**src/hw/rtl/lcd_pkg.sv**
```systemverilog
// ----------------------------------------------------------------------------
// Light change detector package
// Shared widths, constants, register codes and structs for the detector.
// ----------------------------------------------------------------------------
package lcd_pkg;

   // History geometry
   localparam int HISTORY_DEPTH = 10;
   localparam int SAMPLE_W      = 10;
   localparam int SUM_W         = $clog2(((2 ** SAMPLE_W) - 1) * HISTORY_DEPTH + 1);
   localparam int TICK_W        = 9;
   localparam int DIFF_W        = SAMPLE_W + 2;

   // Reciprocal of the depth; exact for every sum value up to 2**SUM_W
   localparam int RECIP_SHIFT = SUM_W + 5;
   localparam int RECIP_W     = RECIP_SHIFT;
   localparam int PROD_W      = SUM_W + RECIP_W;
   localparam logic [RECIP_W-1:0] RECIP =
      RECIP_W'(((2 ** RECIP_SHIFT) + HISTORY_DEPTH - 1) / HISTORY_DEPTH);

   // Configuration port
   localparam int CSR_INDEX_W = 2;
   localparam int CSR_DATA_W  = 10;

   typedef enum logic [CSR_INDEX_W-1:0] {
      CSR_ADD_THRESHOLD = 2'd0,
      CSR_ON_THRESHOLD  = 2'd1,
      CSR_DECIMATION    = 2'd2
   } lcd_csr_index_type;

   // Register reset values
   localparam logic [SAMPLE_W-1:0] ADD_THRESHOLD_RESET = SAMPLE_W'(6);
   localparam logic [SAMPLE_W-1:0] ON_THRESHOLD_RESET  = SAMPLE_W'(10);
   localparam logic [TICK_W-1:0]   DECIMATION_RESET    = TICK_W'(300);

   // Input command codes
   typedef enum logic {
      CMD_TICK = 1'b0,
      CMD_FILL = 1'b1
   } lcd_cmd_type;

   typedef struct packed {
      logic [SAMPLE_W-1:0] add_threshold;
      logic [SAMPLE_W-1:0] on_threshold;
      logic [TICK_W-1:0]   decimation;
   } lcd_cfg_type;

   // Control handed from the evaluator to the history cells
   typedef struct packed {
      logic shift;
      logic fill;
   } lcd_cell_ctrl_type;

   typedef struct packed {
      logic screen_on;
      logic sample_added;
      logic evaluated;
   } lcd_result_type;

endpackage

```
**src/hw/rtl/lcd_cell.sv**
```systemverilog
// ----------------------------------------------------------------------------
// History cell
// One baseline history entry; loads the sample on fill or takes its
// neighbor's entry on shift.
// ----------------------------------------------------------------------------
module lcd_cell
   import lcd_pkg::*;
(
   input  logic                clock,
   input  logic                reset,
   input  lcd_cell_ctrl_type   ctrl,
   input  logic [SAMPLE_W-1:0] sample,
   input  logic [SAMPLE_W-1:0] neighbor,
   output logic [SAMPLE_W-1:0] entry
);

   logic [SAMPLE_W-1:0] entry_ff;
   logic [SAMPLE_W-1:0] entry_in;

   // next entry: fill wins, shift pulls from the newer neighbor
   always_comb begin
      priority if (ctrl.fill) begin
         entry_in = sample;
      end else if (ctrl.shift) begin
         entry_in = neighbor;
      end else begin
         entry_in = entry_ff;
      end
   end

   always_ff @(posedge clock) begin
      if (reset) begin
         entry_ff <= '0;
      end else begin
         entry_ff <= entry_in;
      end
   end

   assign entry = entry_ff;

endmodule

```
**config.mk**
```make
export PLATFORM = sky130hd
export DESIGN_NAME = lcd_cell
export DESIGN_NICKNAME = d
export VERILOG_FILES = /design/src/hw/rtl/lcd_pkg.sv /design/src/hw/rtl/lcd_cell.sv
export SDC_FILE = /design/constraint.sdc
export NUM_CORES = 1
export LEC_CHECK = 0
export ABC_CLOCK_PERIOD_IN_PS = 800
export BUFFER_PORTS_ARGS = -buffer_cell sky130_fd_sc_hd__buf_2
export CAP_MARGIN = 5
export CORE_AREA = 2 2 39 41
export CTS_CLUSTER_DIAMETER = 100
export DETAILED_ROUTE_END_ITERATION = 16
export DIE_AREA = 0 0 41 43
export GPL_TIMING_DRIVEN = 0
export PLACE_DENSITY = 0.81
export SYNTH_ARGS = -nofsm -noshare
export SYNTH_HDL_FRONTEND = slang
export SYNTH_SLANG_ARGS = --single-unit
```
**constraint.sdc**
```tcl
create_clock -name clock -period 0.8 [get_ports clock]
set_clock_uncertainty 0.05 [all_clocks]
set_input_delay 0.04 -clock clock [delete_from_list [all_inputs] [get_ports clock]]
set_output_delay 0.04 -clock clock [all_outputs]
set_load 0.03 [all_outputs]
```
# Word-level counts from Yosys, hierarchy flattened
# Cells that the tools add are included.
# word_totals
rom_bits	0
in_bits	24
latch_bits	0
mem_bits_rw	0
reg_bits	10
mem_count	0
word_cells	4
out_inout_bits	10
# classes
shift	0
order_cmp	0
n_addsub	0
reduce_logical	1
n_mul	0
eq_ne	0
mux	2
bitwise	0
div	0
# ops
cell	count
2-to-1 mux 10 bit	2
nonzero test 2 bit	1

# Longest topological paths before layout
# logic_depth
depth_word	2
mapped_depth	3
ltp_nobuf	2

# Worst setup path before layout
# OpenSTA, ideal clock, no wires.
# synth_path
kind	reg2reg
from	register, netlist name entry[0]
to	register entry_ff[0], in the netlist entry[0]
synth_period_minus_slack_ns	0.932
setup_ns	0.086
required_ns	0.664
arrival_ns	0.797
slack_ns	-0.132
n_path_buf	0
path_stages_with_launch	3
path_cell_list	dfxtp_1 -> mux2i_1 -> a211oi_1
# synth_lines
element	line_no	text
end signal, assigned	lcd_cell.sv:35	entry_ff <= entry_in;
end, declared	lcd_cell.sv:17	logic [SAMPLE_W-1:0] entry_ff;

# Final worst setup path
# layout_path
from	register entry_ff[6], in the netlist entry[6]
to	output entry[6]
# layout_lines
element	line_no	text
end, declared	lcd_cell.sv:14	output logic [SAMPLE_W-1:0] entry
# No word-level cell between the ends.

==> key figures <==
Routing
  • DR vias/cell: 4.97
  • Total number of vias: 467
  • Detail Route Antenna Nets: 0
  • TritonRoute pass-1 iters: 4
  • Detailed Route WL: 1170 um
  • WL/cell: 12.4 um
  • Initial DRC count: 2
  • Post-route DRC violation count: 0

Placement
  • HPWL after DPL: 818 um
  • GPL Wtd Cong: 0.617
  • Port Buffers: 31
  • DP Area: 673 sq um

Flow run
  • Max cap viols: 0

Clock network
  • Clock Sinks: 10
  • TritonCTS clock tree: yes
  • Num CTS Buffers: 3
  • CTS clk-pin slew, worst paths: 0.06 ns
  • Root buffer cell: clkbuf_4
  • # hold bufs at CTS: 0
  • Max clock buf depth: 2
  • Clk Latency, worst-skew pair: 0.25 ns
  • H-tree level count: 1

Timing
  • Max_slew headroom: 63.7%
  • WHS: 0.0228 ns
  • Total negative setup slack: -0.114 ns
  • Final slew viol count: 0
  • Period utilization: 102%
  • Final Hold Viols: 0
  • Period minus WS final: 0.817 ns
  • RSZ-0062 raised after global routing: yes
  • Least-Margin Pin Slew: 0.544 ns
  • Final worst slack: -0.0169 ns
  • Max Clk Rate: 1220 MHz
  • Final setup viols: 11

Global route
  • Grt met3 use: 3.14%
  • Largest net degree at the start of global routing: 11
  • Gr busiest metal: met2
  • Antenna violations before repair: 0
  • Met2 GRT Util: 25.6%
  • Global-route wire length before repair: 1810 um
  • Number of global-route vias before repair: 460
  • Gr usage total: 14.8%
  • GR Overflow Total: 0
  • GRT met1 Usage: 16.2%

Final layout
  • Finished Cell Area: 777 sq um
  • Fillers: 127
  • Largest register FFs: 10
  • NumNets Final: 104
  • Register Area: 238 sq um
  • Share of post-route cells with drive strength above 1: 62.8%
  • Antenna diode count: 0
  • Area of the multi-input gates: 256 sq um
  • Area grow syn2layout: 68.7%

Die
  • Initial core utilization: 33.3%
  • I/O pin count: 34
  • Die ar.: 1760 sq um
  • Row count: 14
  • Core Box Area: 1380 sq um
  • Die Wd: 41 um
  • Die Y: 43 um

Power and ir drop
  • P per Cell Area: 1570 nW/um^2
  • VDD IR max: 0.000785 V
  • P_leak: 0.349 nW
  • Total power: 0.00122 W

Min path
  • Min-delay worst type: input pin to register

Synthesis
  • Cells after Synth: 44
  • Register area share after synthesis: 43.5%
  • Net count after synthesis: 68
  • Synthesized flop and latch total: 10
  • Synthesis Warnings: 0
  • Yosys cell types: 8
  • Cell area after synthesis: 460 sq um
  • Avg Cell Area, Syn: 10.5 sq um

Critical path
  • CP top delay family: flip-flops
  • Critical path startpoint category: register
  • Crit path DAT: 0.73 ns
  • Cell Chain, Critical Path: buf_6
  • Crit path max-delay cell type: dfxtp_4
  • Worst path max stage delay: 0.35 ns
  • CP Data Required Time: 0.71 ns
  • Critical path class: register to primary output
  • Crit. End Element: primary output
  • Crit-path max FO: 2
  • Worst path bufs/invs: 1

Status
  • Failing checks: negative setup slack
  • Status: complete, but fails checks
## area by class of cell
class	count	share of cell area [%]
timing repair buffer	31	28.0
buffer	3	2.42
clock buffer	3	2.90
tap	16	2.58
inverter	1	0.483
multi-input combinational	30	33.0
sequential	10	30.6
## synthesized netlist by cell type
master	number	area, sq um
mux2i_1	10	100
buf_6	1	11.3
clkinv_1	1	3.75
dfxtp_1	10	200
clkbuf_1	1	3.75
a211oi_1	10	75.1
nor2b_1	10	62.6
buf_1	1	3.75
## path summary, 6_finish.rpt
check	from	to	slack, ns	depth (start not counted)
setup reg to reg	entry[6]$_SDFFE_PP0P_	entry[6]$_SDFFE_PP0P_	0	2
setup / recovery	entry[6]$_SDFFE_PP0P_	entry[6]	-0.02	1
hold reg to reg	entry[2]$_SDFFE_PP0P_	entry[2]$_SDFFE_PP0P_	0.53	2
hold / removal	sample[2]	entry[2]$_SDFFE_PP0P_	0.02	3
## layer usage
layer | wire length (um) | share of wire (%)
met1 | 461 | 39
met2 | 584 | 50
met3 | 108 | 9.2
met4 | 14 | 1.2
met5 | 0 | 0
## logic make-up (layout without fill, tap and decap cells)
family / after synthesis / in the layout / share of synthesized area, %
simple gates: 10 / 10 / 13.6
flops: 10 / 10 / 43.5
mux: 10 / 10 / 21.7
buf+inv: 4 / 38 / 4.89
compound gates: 10 / 10 / 16.3
## what timing repair did
item,in CTS,in global routing
resized for setup,20,4
pin swaps,1,7
setup buffers,0,0
endpoints found under the setup margin,11,18
## cells in the final DEF, fill, tap and decap left out
master and instances:
buf_6 11, clkbuf_1 1, buf_2 21, nor2b_1 10, dfxtp_4 10, clkbuf_4 3
clkinv_1 1, mux2i_2 1, mux2i_1 9, a211oi_2 3, buf_1 1, a211oi_1 7
## per-stage QoR
step / cells / setup WS (ns) / utilization, %
6_report: 94 / -0.0169 / 56.1
5_1_grt: 94 / -0.0451 / 56.1
4_1_cts: 94 / -0.0270 / 54.8
3_5_place_dp: 91 / -0.0958 / 48.6
3_3_place_gp: 91 / -0.0534 / 48.6
2_1_floorplan: 44 / 0.0129 / -
## power breakdown
group | internal, W | switching, W
Combinational | 0.000171 | 0.000171
Sequential | 0.000530 | 0.0000257
Clock | 0.000172 | 0.000147
(Power assumes the default switching activity.)
