===== config.mk =====
export PLATFORM = sky130hd
export DESIGN_NAME = lcd_eval
export DESIGN_NICKNAME = d
export VERILOG_FILES = /design/src/hw/rtl/lcd_pkg.sv /design/src/hw/rtl/lcd_eval.sv
export SDC_FILE = /design/constraint.sdc
export NUM_CORES = 1
export LEC_CHECK = 0
export ABC_AREA = 1
export BUFFER_PORTS_ARGS = -buffer_cell sky130_fd_sc_hd__buf_2
export CAP_MARGIN = 40
export CORE_MARGIN = 1.5
export CORE_UTILIZATION = 50
export DETAILED_ROUTE_END_ITERATION = 6
export PLACE_DENSITY = 0.8
export SLEW_MARGIN = 20
export SYNTH_ARGS = -nofsm -noshare
export SYNTH_HDL_FRONTEND = slang
export SYNTH_SLANG_ARGS = --single-unit

===== constraint.sdc =====
create_clock -name clock -period 6.9 [get_ports clock]
set_input_delay 0.69 -clock clock [delete_from_list [all_inputs] [get_ports clock]]
set_output_delay 0.69 -clock clock [all_outputs]
set_load 0.1 [all_outputs]

===== src/hw/rtl/lcd_pkg.sv =====
// ----------------------------------------------------------------------------
// Light change detector package
// Shared widths, constants, register codes and structs for the detector.
// ----------------------------------------------------------------------------
package lcd_pkg;

   // History geometry
   localparam int HISTORY_DEPTH = 10;
   localparam int SAMPLE_W      = 10;
   localparam int SUM_W         = $clog2(((2 ** SAMPLE_W) - 1) * HISTORY_DEPTH + 1);
   localparam int TICK_W        = 9;
   localparam int DIFF_W        = SAMPLE_W + 2;

   // Reciprocal of the depth; exact for every sum value up to 2**SUM_W
   localparam int RECIP_SHIFT = SUM_W + 5;
   localparam int RECIP_W     = RECIP_SHIFT;
   localparam int PROD_W      = SUM_W + RECIP_W;
   localparam logic [RECIP_W-1:0] RECIP =
      RECIP_W'(((2 ** RECIP_SHIFT) + HISTORY_DEPTH - 1) / HISTORY_DEPTH);

   // Configuration port
   localparam int CSR_INDEX_W = 2;
   localparam int CSR_DATA_W  = 10;

   typedef enum logic [CSR_INDEX_W-1:0] {
      CSR_ADD_THRESHOLD = 2'd0,
      CSR_ON_THRESHOLD  = 2'd1,
      CSR_DECIMATION    = 2'd2
   } lcd_csr_index_type;

   // Register reset values
   localparam logic [SAMPLE_W-1:0] ADD_THRESHOLD_RESET = SAMPLE_W'(6);
   localparam logic [SAMPLE_W-1:0] ON_THRESHOLD_RESET  = SAMPLE_W'(10);
   localparam logic [TICK_W-1:0]   DECIMATION_RESET    = TICK_W'(300);

   // Input command codes
   typedef enum logic {
      CMD_TICK = 1'b0,
      CMD_FILL = 1'b1
   } lcd_cmd_type;

   typedef struct packed {
      logic [SAMPLE_W-1:0] add_threshold;
      logic [SAMPLE_W-1:0] on_threshold;
      logic [TICK_W-1:0]   decimation;
   } lcd_cfg_type;

   // Control handed from the evaluator to the history cells
   typedef struct packed {
      logic shift;
      logic fill;
   } lcd_cell_ctrl_type;

   typedef struct packed {
      logic screen_on;
      logic sample_added;
      logic evaluated;
   } lcd_result_type;

endpackage


===== src/hw/rtl/lcd_eval.sv =====
// ----------------------------------------------------------------------------
// Evaluator
// Decimation counter, running sum, average and threshold compares.
// ----------------------------------------------------------------------------
module lcd_eval
   import lcd_pkg::*;
(
   input  logic                clock,
   input  logic                reset,
   input  logic                accept,
   input  logic                command,
   input  logic [SAMPLE_W-1:0] sample,
   input  logic [SAMPLE_W-1:0] oldest,
   input  lcd_cfg_type         cfg,
   output lcd_cell_ctrl_type   ctrl,
   output lcd_result_type      result
);

   logic [TICK_W-1:0]   tick_count_ff;
   logic [TICK_W-1:0]   tick_count_in;
   logic [SUM_W-1:0]    sum_ff;
   logic [SUM_W-1:0]    sum_in;
   logic [TICK_W:0]     next_tick;
   logic                evaluate;
   logic [PROD_W-1:0]   prod;
   logic [SAMPLE_W-1:0] avg;
   logic signed [DIFF_W-1:0] diff;
   logic                add_hit;
   logic                on_hit;
   logic                is_fill;
   logic [SUM_W-1:0]    fill_sum;

   assign is_fill = (lcd_cmd_type'(command) == CMD_FILL);

   // decimation: evaluate when the incremented count reaches or passes the setting
   assign next_tick = {1'b0, tick_count_ff} + (TICK_W + 1)'(1);
   assign evaluate  = !is_fill && (next_tick >= {1'b0, cfg.decimation});

   // average = sum / depth via reciprocal multiply
   assign prod = PROD_W'(sum_ff) * PROD_W'(RECIP);
   assign avg  = prod[RECIP_SHIFT +: SAMPLE_W];

   // signed sample minus average against the thresholds
   assign diff    = $signed({2'b00, sample}) - $signed({2'b00, avg});
   assign add_hit = evaluate && (diff < $signed({2'b00, cfg.add_threshold}));
   assign on_hit  = evaluate && !add_hit && (diff > $signed({2'b00, cfg.on_threshold}));

   assign fill_sum = SUM_W'(SUM_W'(sample) * SUM_W'(HISTORY_DEPTH));

   // next state of the counter and running sum
   always_comb begin
      tick_count_in = tick_count_ff;
      sum_in        = sum_ff;
      if (accept) begin
         if (is_fill) begin
            sum_in = fill_sum;
         end else begin
            tick_count_in = evaluate ? '0 : next_tick[TICK_W-1:0];
            if (add_hit) begin
               sum_in = sum_ff - SUM_W'(oldest) + SUM_W'(sample);
            end
         end
      end
   end

   always_ff @(posedge clock) begin
      if (reset) begin
         tick_count_ff <= '0;
         sum_ff        <= '0;
      end else begin
         tick_count_ff <= tick_count_in;
         sum_ff        <= sum_in;
      end
   end

   // outputs
   assign ctrl.fill           = accept && is_fill;
   assign ctrl.shift          = accept && add_hit;
   assign result.screen_on    = on_hit;
   assign result.sample_added = add_hit;
   assign result.evaluated    = evaluate;

   // fill loads the sum with depth times the sample
   assert property (@(posedge clock) disable iff (reset)
      (accept && is_fill) |=> (sum_ff == SUM_W'($past(sample) * HISTORY_DEPTH)))
      else $error("running sum wrong after fill");

   // a skipped tick advances the count by one
   assert property (@(posedge clock) disable iff (reset)
      (accept && !is_fill && !evaluate)
      |=> (tick_count_ff == $past(tick_count_ff) + TICK_W'(1)))
      else $error("tick count did not advance");

   // an evaluated tick restarts the count
   assert property (@(posedge clock) disable iff (reset)
      (accept && evaluate) |=> (tick_count_ff == '0))
      else $error("tick count not cleared on evaluation");

   // a fill leaves the count alone
   assert property (@(posedge clock) disable iff (reset)
      (accept && is_fill) |=> (tick_count_ff == $past(tick_count_ff)))
      else $error("tick count changed on fill");

endmodule


==> Word level (Yosys, flattened, before mapping) <==
Index checks and enable logic that the tools add are counted.
{ "totals": {"register_bits": 23} }
{ "op_classes": {"addsub": 4, "multipliers": 2, "n_lt_le_gt_ge": 3, "n_mux": 3, "bitwise_logic": 1, "reduce_logical": 11} }
{ "op_table": {"columns": ["cell", "n"], "rows": [
  ["$mul 14x16->29 const B", 1],
  ["$mux 14", 2],
  ["$add 14x10->14", 1],
  ["$sub 14x10->14", 1],
  ["$mul 10x3->13 const B", 1],
  ["$gt 11x11->1", 1],
  ["$lt 11x11->1", 1],
  ["$sub 10x10->11", 1],
  ["$add 9x1->10 const B", 1],
  ["$ge 10x9->1", 1],
  ["$mux 9", 1],
  ["$logic_and 1x1->1", 6],
  ["$reduce_and 2->1", 2],
  ["$logic_not 1->1", 2],
  ["$reduce_bool 2->1", 1],
  ["$not 1->1", 1]
]} }

==> Longest topological paths before layout <==
{ "depth": {"word_depth": 7, "depth_mapped": 43, "ltp_nobuf": 42} }

==> Worst setup path before layout <==
Ideal clock, no wire load.
{ "synth_timing": {"path_kind": "register to output", "start": "register sum_ff[12]", "end": "output ctrl[1] in the netlist's numbering", "t_arrival_ns": 7.257, "path_slack_ns": -1.047, "stages_incl_launch_ff": 38, "path_buffers": 1, "cell_sequence": "dfxtp_1 -> inv_1 -> ha_1 -> fa_1 -> fa_1 -> fa_1 -> inv_1 -> fa_1 -> inv_1 -> fa_1 -> inv_1 -> ha_1 -> nand2_1 -> o21ai_0 -> inv_1 -> nor2_1 -> nor2_1 -> and3_1 -> [... 2 more ...] -> ha_1 -> nand2_1 -> nor4_1 -> nor2_1 -> o21ai_0 -> xnor2_1 -> inv_1 -> ha_1 -> nand2_1 -> inv_1 -> nand2_1 -> nand2_1 -> nand2_1 -> nand2_1 -> nand2_1 -> nand4_4 -> buf_6 -> inv_1"} }
{ "synth_lines": {"columns": ["item", "line_no", "rtl"], "rows": [
  ["start, declared", "lcd_eval.sv:21", "logic [SUM_W-1:0] sum_ff;"],
  ["start signal, assigned", "lcd_eval.sv:72", "sum_ff <= sum_in;"],
  ["end, declared", "lcd_eval.sv:15", "output lcd_cell_ctrl_type ctrl,"]
]} }

==> impl_metrics.tcl <==
set metrics [dict create \
    gp_congestion 0.969 \
    ys_types 44 \
    cp-start-kind "register" \
    synth_nets 1266 \
    dr_wl_met2_um 11000 \
    drive_gt1_frac 0.290 \
    syn_inst 980 \
    clock_path_buffers 2 \
    finalClockSkew_ns 0.0127 \
    post_dp_cell_area_mm2 0.00876 \
    ios 58 \
    numCtsBuffers 3 \
    n_antenna_cell 0 \
    hold_path_class "register to register" \
    layout_setup_ws_ns -0.998 \
    path_clk_slew_ns 0.08 \
    outcome "complete, but fails checks" \
    top_layer_used "met4" \
    irDropWorstVdd_uv 579 \
    r2r_start "sum_ff[12]$_SDFFE_PP0P_" \
    nNetsFinal 1451 \
    post-route-period-util 1.14 \
    first_pass_iters 6 \
    route.met3.wl_um 1060 \
    worstPathRequired_ns 6.21 \
    synth_flop_cell "dfxtp_1" \
    setup_viol 17 \
    cp_common_cell "buf_4" \
    dp_hpwl_um 16900 \
    p_leak_nw 5.31 \
    clock_sinks 23 \
    crit_slowest_cell "fa_2" \
    cp_max_fo 5 \
    routed_wl_um 21700 \
    worst_pin_slew_ns 0.668 \
    post_drt_via_cell_ratio 5.45 \
    portBuffers 57 \
    h-tree-depth 1 \
    syn_area_mm2 0.00731 \
    antenna_found_initial 0 \
    coreArea_mm2 0.0144 \
    die_x_um 124 \
    wl_met1_um 8900 \
    stdcell_count 1348 \
    drcViolationCount 0 \
    path_buf_inv 14 \
    syn2layout_area_growth_pct 31.2 \
    dp.cells 1317 \
    endpoint_kind "output pin" \
    crit_arrival_ns 7.21 \
    final_max_slew_viol_count 0 \
    initial_utilization 0.507 \
    final_area_mm2 0.00959 \
    critPathLaunch "sum_ff[12]$_SDFFE_PP0P_" \
    hold_start "tick_count_ff[5]$_SDFFE_PP0P_" \
    async_flop_share 0 \
    period_minus_slack_ns 7.90 \
    die_height_um 124 \
    num-fill-cells 1128 \
    grt_pass1_vias 7043 \
    crit_family "adder cells" \
    grt_pass1_wl_um 32000 \
    postRouteAntennaNets 0 \
    clkLatencyLatePin_ns 0.27 \
    wl_per_cell_um 16.1 \
    die_area_mm2 0.0154 \
    ys_ff_latch 23 \
    cts_tree "yes" \
    finalHoldViolCount 0 \
    fmax_mhz 127 \
    grt_max_degree 29 \
    avgSynthCellArea_um2 7.46 \
    violations "setup timing" \
    rsz0062_at_grt "true" \
    synth_edf_count 0 \
    maxSlewHeadroom 0.554 \
    track_usage 0.265 \
    cap_viol_max_count 0 \
    critical_path.max_stage_delay_ns 0.60 \
    critPathKind "register to output pin" \
    drt_iter0_drc 451 \
    yosys_warnings 0 \
    powerDensity_mw_per_mm2 359 \
    cts_hold_buf 0 \
    row_count 44 \
    cts_root_buf "clkbuf_16" \
    ys_seq_area_frac 0.0630 \
    num_vias 7340 \
    grt_remaining_overflow 0 \
]
## synth_stat cells (4+ instances only)
cell      instances  area, um^2
nand2_1         165         619
nand4_1          12        75.1
a21oi_1          80         400
a21oi_2           6        52.6
o21ai_1           4        20.0
inv_1           214         803
a31oi_1           4        25.0
ha_1            167        2090
dfxtp_1          23         460
xor2_1           13         114
o31ai_1           4        30.0
nand3_1          38         190
nor2_1           57         214
clkbuf_1          5        18.8
o21ai_0          39         195
nor3_1           12        60.1
fa_1             66        1320
xnor2_1          23         201
nand3_2           8        80.1
## through the flow
stage | hold WS [ns] | setup WS (ns) | setup TNS (ns) | power, mW | utilization
floorplan | 0.459 | -0.438 | -0.783 | 1.82 | -
global placement | 0.474 | -0.570 | -3.19 | 2.67 | 0.608
detailed placement | 0.483 | -0.695 | -5.16 | 2.74 | 0.608
CTS | 0.493 | -0.901 | -4.95 | 3.07 | 0.629
global route | 0.511 | -1.31 | -20.12 | 3.80 | 0.665
finish | 0.494 | -0.998 | -14.40 | 3.44 | 0.665
## cell type report
type / instances / area (um^2) / area share
timing repair buffer: 192 / 1430 / 0.150
inverter: 214 / 812 / 0.0847
clock inverter: 1 / 6.26 / 0.000653
clock buffer: 3 / 75.1 / 0.00783
sequential: 23 / 482 / 0.0503
multi-input combinational: 731 / 6550 / 0.683
tap: 184 / 230 / 0.0240
## path summary, 6_finish.rpt
kind | endpoint | slack (ns) | depth (start not counted)
min | tick_count_ff[5]$_SDFFE_PP0P_ | 0.49 | 2
max | result[2] | -1.0 | 34
min reg2reg | tick_count_ff[5]$_SDFFE_PP0P_ | 0.49 | 2
max reg2reg | sum_ff[6]$_SDFFE_PP0P_ | -0.95 | 45
## worst register-to-register path: cells and delay by family (launching register included)
kind,cells,cell delay (ns)
adders and majority gates,9,3.54
xor gates and xnor gates,2,0.36
DFF,1,0.36
buffers and inverters,13,1.30
AOI/OAI and AO/OA,6,0.92
and+or+nand+nor,15,1.24
## routing by layer
metal,vias to the layer above,track usage
li1,3540,-
met1,3463,0.331
met2,275,0.480
met3,62,0.0348
met4,0,0.0675
met5,-,0
## cells in the final DEF, fill, tap and decap left out, types with 4 or more instances in the layout
cell | netlist | routed
a21oi_1 | 80 | 64
clkbuf_16 | 0 | 5
o21ai_2 | 0 | 4
dfxtp_2 | 0 | 5
o21ai_1 | 4 | 5
nor2_1 | 57 | 46
fa_1 | 66 | 63
nand2_2 | 1 | 13
nand2_1 | 165 | 150
nor2_2 | 3 | 11
nand3_2 | 8 | 13
nor3_1 | 12 | 10
ha_1 | 167 | 151
nand3_4 | 1 | 6
buf_6 | 1 | 6
dfxtp_4 | 0 | 4
nand4_1 | 12 | 12
inv_1 | 214 | 201
buf_2 | 2 | 54
buf_4 | 3 | 124
o21ai_0 | 39 | 34
xor2_1 | 13 | 10
a21oi_2 | 6 | 19
inv_2 | 0 | 10
dfxtp_1 | 23 | 14
ha_4 | 0 | 13
nand3_1 | 38 | 28
buf_12 | 0 | 5
xnor2_1 | 23 | 20
nor2_4 | 3 | 6
## kinds of logic (layout without fill, tap and decap cells)
group | Yosys count | after routing | synth area share
AOI/OAI and AO/OA | 151 | 151 | 0.114
xor gates and xnor gates | 36 | 36 | 0.0431
adders and majority gates | 233 | 233 | 0.467
buffers and inverters | 226 | 410 | 0.121
DFF | 23 | 23 | 0.0630
and+or+nand+nor | 311 | 311 | 0.192
## where the power goes
group          total, mW  switching [mW]  internal [mW]
combinational       3.16            1.71           1.45
sequential         0.149         0.00847          0.140
clock              0.138          0.0586         0.0793
total               3.44            1.77           1.67
## registers in the layout, summed over array words and instances, names as in the netlist
signal and cells:
sum_ff 14, tick_count_ff 9
## repair_timing
item	4_1_cts	5_1_grt
resized for setup	29	81
endpoints found under the setup margin	17	17
pin swaps	44	32
setup buffers	14	11
cloned	0	3
Power figures use the tool's default switching activity.
